[config.mk]
export PLATFORM = sky130hd
export DESIGN_NAME = lsm_div
export DESIGN_NICKNAME = d
export VERILOG_FILES = /design/src/rtl/lsm_pkg.sv /design/src/rtl/lsm_div.sv
export SDC_FILE = /design/constraint.sdc
export NUM_CORES = 1
export LEC_CHECK = 0
export ABC_CLOCK_PERIOD_IN_PS = 5100
export BUFFER_PORTS_ARGS = -buffer_cell sky130_fd_sc_hd__buf_4
export CELL_PAD_IN_SITES_DETAIL_PLACEMENT = 1
export CELL_PAD_IN_SITES_GLOBAL_PLACEMENT = 2
export CORE_UTILIZATION = 39
export DETAILED_ROUTE_END_ITERATION = 16
export PLACE_DENSITY = 0.95
export SETUP_SLACK_MARGIN = 0.3
export SLEW_MARGIN = 20
export SYNTH_ARGS = -nofsm -noshare
export SYNTH_HDL_FRONTEND = slang
export SYNTH_SLANG_ARGS = --single-unit
[constraint.sdc]
create_clock -name clk -period 5.1 [get_ports clk]
set_input_delay 1.02 -clock clk [delete_from_list [all_inputs] [get_ports clk]]
set_output_delay 1.02 -clock clk [all_outputs]
set_load 0.005 [all_outputs]
[src/rtl/lsm_pkg.sv]
package lsm_pkg;

    localparam int CHANNELS_DEF = 8;
    localparam int CNT_W        = 32;
    localparam int SUM_W        = 48;
    localparam int TS_W         = 63;
    localparam int CH_W         = 3;
    localparam int NBUCKET      = 5;
    localparam int NDELAY       = 3;

    localparam logic [CNT_W-1:0] WARN_RESET = 32'd100000;
    localparam logic [CNT_W-1:0] EDGE_5MS   = 32'd5000;
    localparam logic [CNT_W-1:0] EDGE_10MS  = 32'd10000;
    localparam logic [CNT_W-1:0] EDGE_15MS  = 32'd15000;
    localparam logic [CNT_W-1:0] EDGE_20MS  = 32'd20000;

    localparam logic KIND_SAMPLE   = 1'b0;
    localparam logic KIND_SNAPSHOT = 1'b1;

    localparam logic [1:0] STATUS_OK      = 2'd0;
    localparam logic [1:0] STATUS_INVALID = 2'd1;
    localparam logic [1:0] STATUS_WARN    = 2'd2;

    localparam logic [3:0] WORD_TOTAL   = 4'd0;
    localparam logic [3:0] WORD_VALID   = 4'd1;
    localparam logic [3:0] WORD_INVALID = 4'd2;
    localparam logic [3:0] WORD_BUCKET0 = 4'd3;
    localparam logic [3:0] WORD_BUCKET4 = 4'd7;
    localparam logic [3:0] WORD_AVG0    = 4'd8;
    localparam logic [3:0] WORD_LAST    = 4'd13;

    typedef struct packed {
        logic [CNT_W-1:0]                 total;
        logic [CNT_W-1:0]                 invalid;
        logic [NBUCKET-1:0][CNT_W-1:0]    bucket;
        logic [NDELAY-1:0][SUM_W-1:0]     sum;
        logic [NDELAY-1:0][CNT_W-1:0]     maxv;
    } row_t;

    typedef enum logic [2:0] {
        S_IDLE,
        S_DELAY,
        S_UPDATE,
        S_LOAD,
        S_DSTART,
        S_DWAIT,
        S_EMIT
    } state_t;

    function automatic logic [CNT_W-1:0] sat_inc(input logic [CNT_W-1:0] c);
        return (&c) ? c : c + 1'b1;
    endfunction

    function automatic logic [CNT_W-1:0] sat32(input logic [TS_W-1:0] v);
        return (|v[TS_W-1:CNT_W]) ? {CNT_W{1'b1}} : v[CNT_W-1:0];
    endfunction

endpackage

[src/rtl/lsm_div.sv]
module lsm_div
    import lsm_pkg::*;
(
    input  logic              clk,
    input  logic              rst_n,
    input  logic              start,
    input  logic [SUM_W-1:0]  dividend,
    input  logic [CNT_W-1:0]  divisor,
    output logic              done,
    output logic [CNT_W-1:0]  quotient
);

    localparam int CW = $clog2(SUM_W);
    localparam logic [CW-1:0] LAST_STEP = CW'(SUM_W - 1);

    logic              run_reg,  run_next;
    logic              done_reg, done_next;
    logic [CW-1:0]     cnt_reg,  cnt_next;
    logic [SUM_W-1:0]  dq_reg,   dq_next;
    logic [CNT_W-1:0]  rem_reg,  rem_next;
    logic [CNT_W-1:0]  dvs_reg,  dvs_next;
    logic [CNT_W:0]    trial;
    logic [CNT_W:0]    diff;

    always_comb
    begin
        run_next  = run_reg;
        done_next = 1'b0;
        cnt_next  = cnt_reg;
        dq_next   = dq_reg;
        rem_next  = rem_reg;
        dvs_next  = dvs_reg;
        trial     = {rem_reg, dq_reg[SUM_W-1]};
        diff      = trial - {1'b0, dvs_reg};
        if (start)
        begin
            run_next = 1'b1;
            cnt_next = '0;
            dq_next  = dividend;
            rem_next = '0;
            dvs_next = divisor;
        end
        else if (run_reg)
        begin
            if (!diff[CNT_W])
            begin
                rem_next = diff[CNT_W-1:0];
                dq_next  = {dq_reg[SUM_W-2:0], 1'b1};
            end
            else
            begin
                rem_next = trial[CNT_W-1:0];
                dq_next  = {dq_reg[SUM_W-2:0], 1'b0};
            end
            cnt_next = cnt_reg + 1'b1;
            if (cnt_reg == LAST_STEP)
            begin
                run_next  = 1'b0;
                done_next = 1'b1;
            end
        end
    end

    always_ff @(posedge clk or negedge rst_n)
    begin
        if (!rst_n)
        begin
            run_reg  <= 1'b0;
            done_reg <= 1'b0;
            cnt_reg  <= '0;
        end
        else
        begin
            run_reg  <= run_next;
            done_reg <= done_next;
            cnt_reg  <= cnt_next;
        end
    end

    always_ff @(posedge clk)
    begin
        dq_reg  <= dq_next;
        rem_reg <= rem_next;
        dvs_reg <= dvs_next;
    end

    assign done     = done_reg;
    assign quotient = (|dq_reg[SUM_W-1:CNT_W]) ? {CNT_W{1'b1}} : dq_reg[CNT_W-1:0];

endmodule

=== Word-level counts from Yosys, hierarchy flattened ===
Cells that the tools add are included.

* Register bits: 120
* Input bits: 83
* Output and inout bits: 33
* Word-level logic and storage cells: 24

* Add/sub/neg operators: 2
* Eq/ne operators: 1
* Muxes and demuxes: 13
* Reduce and logical (&&, ||, !) cells: 2

{| class="wikitable"
|+ Operators with widths
! operator !! number
|-
| 48-bit two-way mux || 2
|-
| 32-bit two-way mux || 2
|-
| 33-bit by 32-bit subtractor with 33-bit output || 1
|-
| 16-bit OR reduction || 1
|-
| 6-bit two-way mux || 2
|-
| 1-bit two-way mux || 7
|-
| 6-bit by 1-bit adder with 6-bit output, second input constant || 1
|-
| 6-bit equality test, second input constant || 1
|-
| 2-bit nonzero test || 1
|}

=== Logic depth before layout (Yosys ltp) ===
Gate-level depths: netlist (run 1).

* Depth after elaboration: 4
* Depth in mapped cells: 14
* Depth with buffers taken out: 11

=== Worst setup path after synthesis (run 1) ===
Ideal clock, no wire load.

* Path kind: flip-flop to flip-flop
* From: register dvs_reg[17]
* To: register rem_reg[20]
* Library setup time: 0.088 ns
* Arrival time: 2.839 ns
* Data required time: 5.012 ns
* Path slack: 2.173 ns
* Cell stages (with the launch flop): 14
* Path buffers: 3
* Period minus slack after synthesis: 2.927 ns
* Cells stage by stage: edfxtp_1 inv_1 ha_1 buf_6 a211oi_2 o21ai_1 a31oi_2 nand3_1 or3_1 buf_2 and3_4 buf_6 or4b_1 a311oi_2

* Longest elaborated chain between the ends: 2

{| class="wikitable"
|+ Ends and longest elaborated chain
! what !! line !! RTL
|-
| from (decl) || lsm_div.sv:21 || <nowiki>logic [CNT_W-1:0] dvs_reg, dvs_next;</nowiki>
|-
| from (signal assigned) || lsm_div.sv:84 || <nowiki>dvs_reg <= dvs_next;</nowiki>
|-
| 33-bit by 32-bit subtractor with 33-bit output || lsm_div.sv:34 || <nowiki>diff = trial - {1'b0, dvs_reg};</nowiki>
|-
| 32-bit two-way mux || lsm_div.sv:45 || <nowiki>if (!diff[CNT_W])</nowiki>
|-
| to (signal assigned) || lsm_div.sv:83 || <nowiki>rem_reg <= rem_next;</nowiki>
|-
| to (decl) || lsm_div.sv:20 || <nowiki>logic [CNT_W-1:0] rem_reg, rem_next;</nowiki>
|}

Every way passes these cells.
A chain may end at the register's enable or synchronous reset.

=== Worst setup path after layout (run 1) ===
* From: register dq_reg[47]
* To: register dq_reg[0] (data pin)

* Longest elaborated chain between the ends: 4

{| class="wikitable"
|+ Ends and longest elaborated chain
! what !! line !! RTL
|-
| from (decl) || lsm_div.sv:19 || <nowiki>logic [SUM_W-1:0] dq_reg, dq_next;</nowiki>
|-
| from (signal assigned) || lsm_div.sv:82 || <nowiki>dq_reg <= dq_next;</nowiki>
|-
| 33-bit by 32-bit subtractor with 33-bit output || lsm_div.sv:34 ||
|-
| 1-bit two-way mux || lsm_div.sv:45 ||
|-
| 48-bit two-way mux || lsm_div.sv:43 || <nowiki>else if (run_reg)</nowiki>
|-
| 48-bit two-way mux || lsm_div.sv:35 || <nowiki>if (start)</nowiki>
|-
| net dq_next[0] || lsm_div.sv:19 ||
|}

The timed path passes the listed nets, and every way through them passes these cells. The select of a mux whose other input is x is not followed.

==> metrics, run 1 <==
maximum clock path buffer count=2; grt total ovfl=0; cell count after synthesis=710; Placement Cell Area=approximately 8200 um^2; layout cells sized above 1=between 30% and 40%; Pleak=roughly 3.6 nW; Critical Path, Cell by Cell=inv_1, ha_1, fa_1, nand2b_1, a21o_1, a21bo_1, a21oi_1, or3_1, nand3_1, nand2_1, o21ai_0; Synthesized Nets=between 800 and 900; Final Hold Slack=0.403 ns; Top FF cell, synth=edfxtp_1; Ant. Diodes=0; period utilisation layout=a little under 80%; initial core utilization=between 30% and 40%; RSZ-0062 raised after global routing=no; Hold Crit Class=primary input to async pin; #FFs+latches synth=120; Area Growth Syn to Fin=22.5%; DRT Pass-1 Iters=5; CP endpoint kind=flop; Data required, critical path=5.23 ns; Hold Buf Count CTS=0; Sum Neg Setup Slack=0 ns; CTS Root Cell=clkbuf_16; Fmax=0.251 GHz; Worst R2R Path Depth=11; Detailed Route Iter0 Violations=approximately 350; Die Ht=138 um; peak supply drop=between 0.3 and 0.4 mV; EDFF count, synth=80; CTS sink cnt=120; largest net degree at the start of global routing=between 60 and 70; Setup Skew=0.0117 ns; Post-Layout Inst Area=between 8000 and 9000 um^2; row cnt=49; Seq/Total Area, Yosys=a little under half; Resized cells post-CTS=0; Max-Cap Viols=0; DIE AREA=19,000 um^2; worst-margin pin slew=about 1.1 ns; Critical Path AT=about 4.1 ns; hpwl dp=roughly 14 mm; Setup-failing EPs final=0; Final WS setup=1.12 ns; P per Cell Area=~300 nW/um^2; Via density=between 5 and 6; asr flop ratio synth=6.67%; total CTS buffers=17; core area=18,000 um^2; Worst-path clk slew=around 0.060 ns; critical path fanouts, max=24; chip width=138 um; slew margin rel.=a little over a quarter; Final Hold Vio Count=0; All-Layer GR Usage=22.7%; Skew-Pair Late Insertion Delay=around 0.43 ns; via count=approximately 6,000; Crit-path slowest cell=nand3_1; Critical Path Max Stage Delay=roughly 0.83 ns; synthesized area=~7200 um^2; first-pass GRT wire length=~33 mm; Wirelength per Cell=19.8 um; routability congestion estimate=0.868; Final Critical Period=between 3 and 4 ns; Synthesis Warnings=0; dpl ws=approximately 1.2 ns; number of routed nets with antenna violations=0; max-slew violation count=0; CTS tree=done; Max H-tree Level=4; Final nets=around 900; outcome=completed; number of port buffers=approximately 120; max reg flops=48; vias in the first global route=approximately 6,300; I/O pin cnt=116; post-CTS setup buffers=0; Startpoint Class=flop; # DRC=0; syn_area_per_cell=between 10 and 15 um^2; Synth cell types=65; Total Wirelength=around 21 mm; initial antenna violation count=0; WS Path Type=flop to flop
## critical path: cells and delay by family, from the launching register on
family                   cells  cell delay [ns]
AND/OR/NAND/NOR              4             1.91
AO/OA/AOI/OAI                4             0.76
buffers and inverters        1             0.06
adder cells (fa/ha/maj)      2             0.60
flip-flops                   1             0.37
## cell families after synthesis
kind of cell	after synthesis	share of synthesized area, %
mux	51	7.93
xor+xnor	26	3.17
buf+inv	82	4.52
fa+ha+maj	34	6.02
compound gates	179	17.5
simple gates	218	15.8
flops	120	45.1
## power breakdown
part / switching, mW / internal (mW) / total [mW]
combinational: 0.129 / 0.130 / 0.259
sequential: 0.0329 / 1.11 / 1.14
clock: 0.489 / 0.723 / 1.21
total: 0.652 / 1.96 / 2.62
## metal layers
metal | up-vias | routed length [um] | GRT usage [%] | part of all wire (%)
met5 | - | 0 | 0 | 0
met4 | 0 | 409 | 8.27 | 2.0
met3 | 40 | 954 | 4.89 | 4.6
met2 | 163 | 10300 | 39.4 | 50
met1 | 2937 | 9100 | 27.4 | 44
li1 | 2836 | - | - | -
## worst paths after layout
path,start,to,slack [ns]
setup / recovery,dq_reg[47],dq_reg[0],1.12
hold / removal,rst_n,cnt_reg[3],0.40
setup reg to reg,dq_reg[47],dq_reg[0],1.12
hold reg to reg,rem_reg[20],rem_reg[21],0.49
max in group asynchronous,rst_n,cnt_reg[4],4.57
min in group clk,rem_reg[20],rem_reg[21],0.49
## stage by stage
step                      util (%)  power, mW  std cells
after floorplan                  -       1.31        710
after global placement        45.6       1.40       1018
after detailed placement      45.6       1.42       1018
after CTS                     48.9       2.64       1050
after global routing          48.9       2.71       1050
final                         48.9       2.62       1050
## area by class of cell
cell class                 count  area, um^2
sequential                   120        3240
inverter                      40         150
multi-input combinational    508        3630
fill                        1988        9210
tap                          229         287
timing repair buffer         121         908
clock inverter                11        95.1
clock buffer                  21         504
## layout by cell type, fill, tap and decap left out, drive strengths merged, types with 9 or more instances in the layout
cell / instances
buf: 121
and3: 13
a21oi: 38
inv: 48
o21ai: 38
a311oi: 19
ha: 33
dfxtp: 32
or2: 37
nor2: 44
o211ai: 20
edfxtp: 80
nand2b: 9
clkbuf: 21
a21o: 12
mux2: 48
nand4: 11
nand2: 45
xor2: 9
xnor2: 17
nand3: 22
## cells in the mapped netlist (2+ instances only)
library cell | number | area, um^2
o311ai_0 | 2 | 17.5
nor4_1 | 7 | 43.8
nand2_1 | 45 | 169
mux2_2 | 48 | 541
nor2b_1 | 3 | 18.8
o21ai_1 | 3 | 15.0
buf_6 | 2 | 22.5
o2111ai_1 | 5 | 43.8
a211oi_1 | 2 | 15.0
a21oi_2 | 2 | 17.5
a31o_2 | 3 | 26.3
nor2_1 | 44 | 165
o21a_1 | 7 | 52.6
inv_1 | 40 | 150
o21ai_0 | 35 | 175
nor3_1 | 6 | 30.0
xnor2_1 | 17 | 149
buf_1 | 9 | 33.8
o211ai_1 | 20 | 150
mux2i_1 | 3 | 30.0
a311oi_1 | 18 | 158
a211oi_2 | 2 | 25.0
and2_1 | 5 | 31.3
a21boi_0 | 3 | 22.5
nand3_1 | 22 | 110
clkbuf_1 | 29 | 109
nand4_1 | 11 | 68.8
dfrtp_1 | 8 | 200
or3_1 | 8 | 50.1
xor2_1 | 9 | 78.8
o21bai_1 | 6 | 45.0
ha_1 | 33 | 413
nor3b_1 | 2 | 15.0
dfxtp_1 | 32 | 641
or2_2 | 36 | 225
a31oi_1 | 5 | 31.3
a21o_1 | 12 | 90.1
a21oi_1 | 36 | 180
buf_2 | 2 | 10.0
edfxtp_1 | 80 | 2400
a221o_1 | 4 | 40.0
o311ai_1 | 2 | 17.5
and3_1 | 12 | 75.1
nand2b_1 | 9 | 56.3
Note: power is estimated with default switching activity, not from simulation.
==> inputs of run 2 (changes only) <==
--- a/config.mk
+++ b/config.mk
@@ -5,13 +5,13 @@
 export SDC_FILE = /design/constraint.sdc
 export NUM_CORES = 1
 export LEC_CHECK = 0
-export ABC_CLOCK_PERIOD_IN_PS = 5100
+export ABC_CLOCK_PERIOD_IN_PS = 3280
 export BUFFER_PORTS_ARGS = -buffer_cell sky130_fd_sc_hd__buf_4
 export CELL_PAD_IN_SITES_DETAIL_PLACEMENT = 1
 export CELL_PAD_IN_SITES_GLOBAL_PLACEMENT = 2
-export CORE_UTILIZATION = 39
+export CORE_UTILIZATION = 33
 export DETAILED_ROUTE_END_ITERATION = 16
-export PLACE_DENSITY = 0.95
+export PLACE_DENSITY = 0.87
 export SETUP_SLACK_MARGIN = 0.3
 export SLEW_MARGIN = 20
 export SYNTH_ARGS = -nofsm -noshare
==> constraint.sdc (replaced) <==
create_clock -name clk -period 3.28 [get_ports clk]
set_input_delay 0.656 -clock clk [delete_from_list [all_inputs] [get_ports clk]]
set_output_delay 0.656 -clock clk [all_outputs]
set_load 0.005 [all_outputs]
==> run 2 against run 1 <==
  * Sequential cell count unchanged
  * Sequential power increased by 56%
  * Clock power increased by 55%
  * Via count increased by 1.1%
  * Largest power group unchanged
  * Highest routed layer unchanged
==> metrics, run 2 (synthesized netlist as in run 1, its figures left out) <==
outcome=completed; vias in the first global route=slightly above 6,000; maximum clock path buffer count=2; Pleak=approximately 3.8 nW; CTS sink cnt=120; CP endpoint kind=flop; row cnt=53; worst-margin pin slew=~0.97 ns; CTS tree=done; FILL cells=2,383; All-Layer GR Usage=around a fifth; Max H-tree Level=4; hpwl dp=around 14 mm; grt total ovfl=0; routability congestion estimate=about 0.81; # DRC=0; Critical Path Max Stage Delay=around 0.48 ns; Final Hold Slack=between 0.03 and 0.04 ns; P per Cell Area=about 430 nW/um^2; Area Growth Syn to Fin=30.7%; number of port buffers=between 100 and 150; core area=21,200 um^2; Detailed Route Iter0 Violations=around 340; Wirelength per Cell=roughly 19 um; chip width=about 150 um; dpl ws=roughly 0.05 ns; period utilisation layout=just under 90%; max reg flops=48; total CTS buffers=17; Die Ht=between 100 and 150 um; Fmax=0.346 GHz; critical path fanouts, max=6; Critical Path AT=about 3.2 ns; Final WS setup=~0.39 ns; via count=slightly above 6,000; Final nets=966; DIE AREA=~22,000 um^2; Crit-path slowest cell=or4b_4; Sum Neg Setup Slack=0 ns; first-pass GRT wire length=between 30 and 40 mm; layout cells sized above 1=37.1%; slew margin rel.=roughly 36%; number of routed nets with antenna violations=0; Final Hold Vio Count=0; initial core utilization=33.9%; Final Critical Period=just under 3 ns; RSZ-0062 raised after global routing=no; Max-Cap Viols=0; Setup-failing EPs final=0; Total Wirelength=roughly 21 mm; CP top delay family=simple AND/OR/NAND/NOR gates; DRT Pass-1 Iters=4; Hold Crit Class=primary input to async pin; CTS Root Cell=clkbuf_16; Buf/Inv on CP=2; Setup Skew=~0.015 ns; most frequent cells in the layout=155 x buf_4, 80 x edfxtp_1, 48 x mux2_2, 44 x nand2_1, 44 x nor2_1; I/O pin cnt=roughly 120; WS Path Type=flop to flop; Worst-path clk slew=about 0.060 ns; Critical Path, Cell by Cell=inv_1, ha_2, fa_2, nand2b_4, a21o_1, a21bo_4, a21oi_2, or3_4, buf_6, and3_4, or4b_4, a311oi_2; initial antenna violation count=0; max-slew violation count=0; commonest non-fill, non-tap cell in the layout=buf_4; Via density=5.31; largest net degree at the start of global routing=84; Data required, critical path=around 3.6 ns; Skew-Pair Late Insertion Delay=0.44 ns; Startpoint Class=flop; Ant. Diodes=0; peak supply drop=about 0.32 mV
run 2: cell count changes in the layout (fill, tap and decap cells not counted), sizes merged:
cell and delta:
buf +40, clkbuf -4, inv +3, and3 +1, clkinvlp +1
run 2: worst paths after layout:
kind,from,to,cells after the start,slack (ns)
worst max-delay path,dq_reg[47],rem_reg[20],12,0.39
worst min-delay path,rst_n,done,1,0.03
worst max register to register,dq_reg[47],rem_reg[20],12,0.39
worst min register to register,rem_reg[22],rem_reg[22],2,0.50
max in group asynchronous,rst_n,cnt_reg[5],1,3.12
min in group clk,divisor[4],dvs_reg[4],1,0.39
run 2: layout make-up:
cell class	instances	area, um^2	area share (%)
well taps	275	344	3.66
inverters	40	150	1.60
multi-input cells	509	3830	40.7
clock inverters	15	151	1.61
flip-flops and latches	120	3240	34.5
repair buffers	161	1260	13.4
clock buffers	17	425	4.53
run 2: stage by stage:
step	std cells	utilization [%]	total power, mW	instance area (um^2)
finish	1137	44.3	4.07	9400
global route	1137	44.3	4.23	9400
CTS	1130	43.5	4.11	9230
detailed placement	1085	39.8	2.21	8450
global placement	1085	39.8	2.19	8450
floorplan	710	-	2.04	7190
run 2: per-layer routing:
metal  vias to the layer above  track usage, %  routed length, um
li1                       2923               -                  -
met2                       120            31.3              10300
met3                        19            3.78                776
met5                         -               0                  0
met4                         0            6.01                262
met1                      2978            25.1               9700
run 2: power breakdown:
part / leakage, nW / total [mW] / internal, mW / switching, mW
clock network: 0.280 / 1.87 / 1.01 / 0.856
registers: 1.19 / 1.78 / 1.73 / 0.0489
logic: 2.35 / 0.427 / 0.223 / 0.204
total: 3.82 / 4.07 / 2.96 / 1.11
run 2: what timing repair did:
item | 4_1_cts | 5_1_grt
resized for setup | 23 | 19
pin swaps | 12 | 13
endpoints found under the setup margin | 31 | 30
setup buffers | 12 | 7
cloned | 1 | 0
hold buffers | 0 | 0
==> inputs of run 3 (changes only) <==
--- a/config.mk
+++ b/config.mk
@@ -12,7 +12,7 @@
 export CORE_UTILIZATION = 33
 export DETAILED_ROUTE_END_ITERATION = 16
 export PLACE_DENSITY = 0.87
-export SETUP_SLACK_MARGIN = 0.3
+export SETUP_SLACK_MARGIN = 0.5
 export SLEW_MARGIN = 20
 export SYNTH_ARGS = -nofsm -noshare
 export SYNTH_HDL_FRONTEND = slang
==> run 3 against run 2 <==
  * Setup slack worse by 0.029 ns
  * Utilization is 1.8 points higher
  * Global-route usage is 0.50 points higher
  * Non-clock buffer count is 22 higher
  * Maximum frequency is 0.98% lower
  * Power is 0.23% lower
  * Wire length is 4.1% higher
  * Final area is 4.1% higher
  * Sequential share of layout area is 1.3 points lower
  * Clock power hardly changed
  * Register-to-register slack worse by 0.03 ns
  * Critical endpoint unchanged
  * Combinational power is 2% higher
==> metrics, run 3 (synthesized netlist as in run 1, its figures left out) <==
most frequent cells in the layout=163 x buf_4, 80 x edfxtp_1, 48 x mux2_2, 44 x nand2_1, 43 x nor2_1; Pleak=about 3.9 nW; max reg flops=48; Sum Neg Setup Slack=0 ns; worst-margin pin slew=slightly below 0.5 ns; dpl ws=between 0.08 and 0.09 ns; Final WS setup=between 0.3 and 0.4 ns; Critical Path AT=around 3.3 ns; initial antenna violation count=0; Final Hold Vio Count=0; FILL cells=about 2,300; I/O pin cnt=116; WS Path Type=flop to flop; slew margin rel.=66.9%; Final nets=988; routability congestion estimate=0.819; grt total ovfl=0; Fmax=0.342 GHz; Max-Cap Viols=0; RSZ-0062 raised after global routing=yes; number of routed nets with antenna violations=0; internal power=about 3.0 mW; Detailed Route Iter0 Violations=~380; Flop pwr share=43.7%; Worst-path clk slew=0.07 ns; peak supply drop=approximately 0.43 mV; CP top delay family=compound AO/OA/AOI/OAI gates; DRT Pass-1 Iters=4; Setup Skew=around 0.0095 ns; maximum clock path buffer count=2; hpwl dp=14.4 mm; All-Layer GR Usage=about a fifth; Area Growth Syn to Fin=36.0%; commonest non-fill, non-tap cell in the layout=buf_4; Ant. Diodes=0; first-pass GRT wire length=33.3 mm; Wirelength per Cell=~19 um; layout cells sized above 1=between 40% and 50%; Critical Path, Cell by Cell=ha_2, fa_2, nand2b_4, a21o_1, a21bo_1, a21oi_2, or3_4, a21oi_4, buf_6, or4b_4, a311oi_2; total CTS buffers=17; Skew-Pair Late Insertion Delay=~0.43 ns; Crit-path slowest cell=or4b_4; period utilisation layout=approximately 89%; Placement Cell Area=about 8400 um^2; Die Ht=about 150 um; Logic pwr share=a little over a tenth; CP endpoint kind=flop; Final Critical Period=between 2 and 3 ns; switching part of the total=27.0%; CP Launch Point=dvs_reg[0]; Total Wirelength=roughly 22 mm; Post-Layout Inst Area=approximately 9800 um^2; Buf/Inv on CP=1; row cnt=53; chip width=about 150 um; P per Cell Area=just over 400 nW/um^2; Hold Crit Class=primary input to async pin; DIE AREA=approximately 22,000 um^2; Psw=between 1 and 1.5 mW; # DRC=0; Crit. path cell count=11; Setup-failing EPs final=0; vias in the first global route=between 6,000 and 7,000; core area=~21,000 um^2; largest net degree at the start of global routing=37; initial core utilization=33.9%; via count=6,166; Worst R2R Path Depth=11; CTS Root Cell=clkbuf_16; Max H-tree Level=4; max-slew violation count=0; outcome=completed; worst reg2reg startpoint=dvs_reg[0]; number of port buffers=115; Via density=about 5.3; Critical Path Max Stage Delay=~0.5 ns; CTS tree=done; Data required, critical path=roughly 3.6 ns; CTS sink cnt=120; Startpoint Class=flop; critical path fanouts, max=5; clock share of power=between 40 and 50%
-- run 3: cell types whose count changed in the layout (fill, tap and decap cells not counted), sizes merged --
cell,change
buf,+22
-- run 3: layout make-up --
cell class	count	area (um^2)	share of cell area, %
Multi-Input combinational cell	509	3980	40.6
Sequential cell	120	3240	33.2
Timing Repair Buffer	183	1500	15.3
Clock buffer	17	425	4.35
Tap cell	275	344	3.52
Inverter	40	150	1.53
Clock inverter	15	149	1.52
-- run 3: metrics by stage --
stage               hold slack [ns]  util (%)  total power, mW  instances
floorplan                     0.360         -             2.04        710
global placement              0.486      39.7             2.19       1081
detailed placement            0.486      39.7             2.20       1081
CTS                          0.0208      44.2             4.09       1138
global route                 0.0216      46.1             4.22       1159
finish                       0.0310      46.1             4.06       1159
-- run 3: per-layer routing --
layer  track usage [%]  wire length [um]
met5                 0                 0
met3              4.15               840
met1              24.9              9690
met2              32.5             10900
met4              7.17               518
-- run 3: power groups by stage --
stage	Clock [mW]	Combinational [mW]	Sequential [mW]
after floorplan	0	0.251	1.79
after global placement	0	0.389	1.80
after detailed placement	0	0.396	1.81
after CTS	1.89	0.418	1.78
after global routing	1.95	0.479	1.79
final	1.85	0.437	1.78
-- run 3: timing repair --
item	CTS	global route
hold buffers	0	0
endpoints found under the setup margin	32	65
gates resized for setup	37	71
buffers inserted	23	21
pin swaps	16	35
hold endpoints to repair	0	0
cloned	2	0
-- run 3: path summary, 6_finish.rpt --
| path | to | slack, ns |
|---|---|---|
| max in group asynchronous | cnt_reg[3] | 3.11 |
| worst max-delay path | rem_reg[20] | 0.36 |
| worst max register to register | rem_reg[20] | 0.36 |
| min in group clk | dvs_reg[24] | 0.39 |
| worst min register to register | rem_reg[19] | 0.51 |
| worst min-delay path | cnt_reg[5] | 0.03 |
-- run 3: worst register-to-register path, stage by stage, from the launching register on --
cell and delay [ns]:
edfxtp_1 0.38, ha_2 0.21, fa_2 0.34, nand2b_4 0.15, a21o_1 0.20, a21bo_1 0.23, a21oi_2 0.16, or3_4 0.17
a21oi_4 0.09, buf_6 0.15, or4b_4 0.51, a311oi_2 0.26
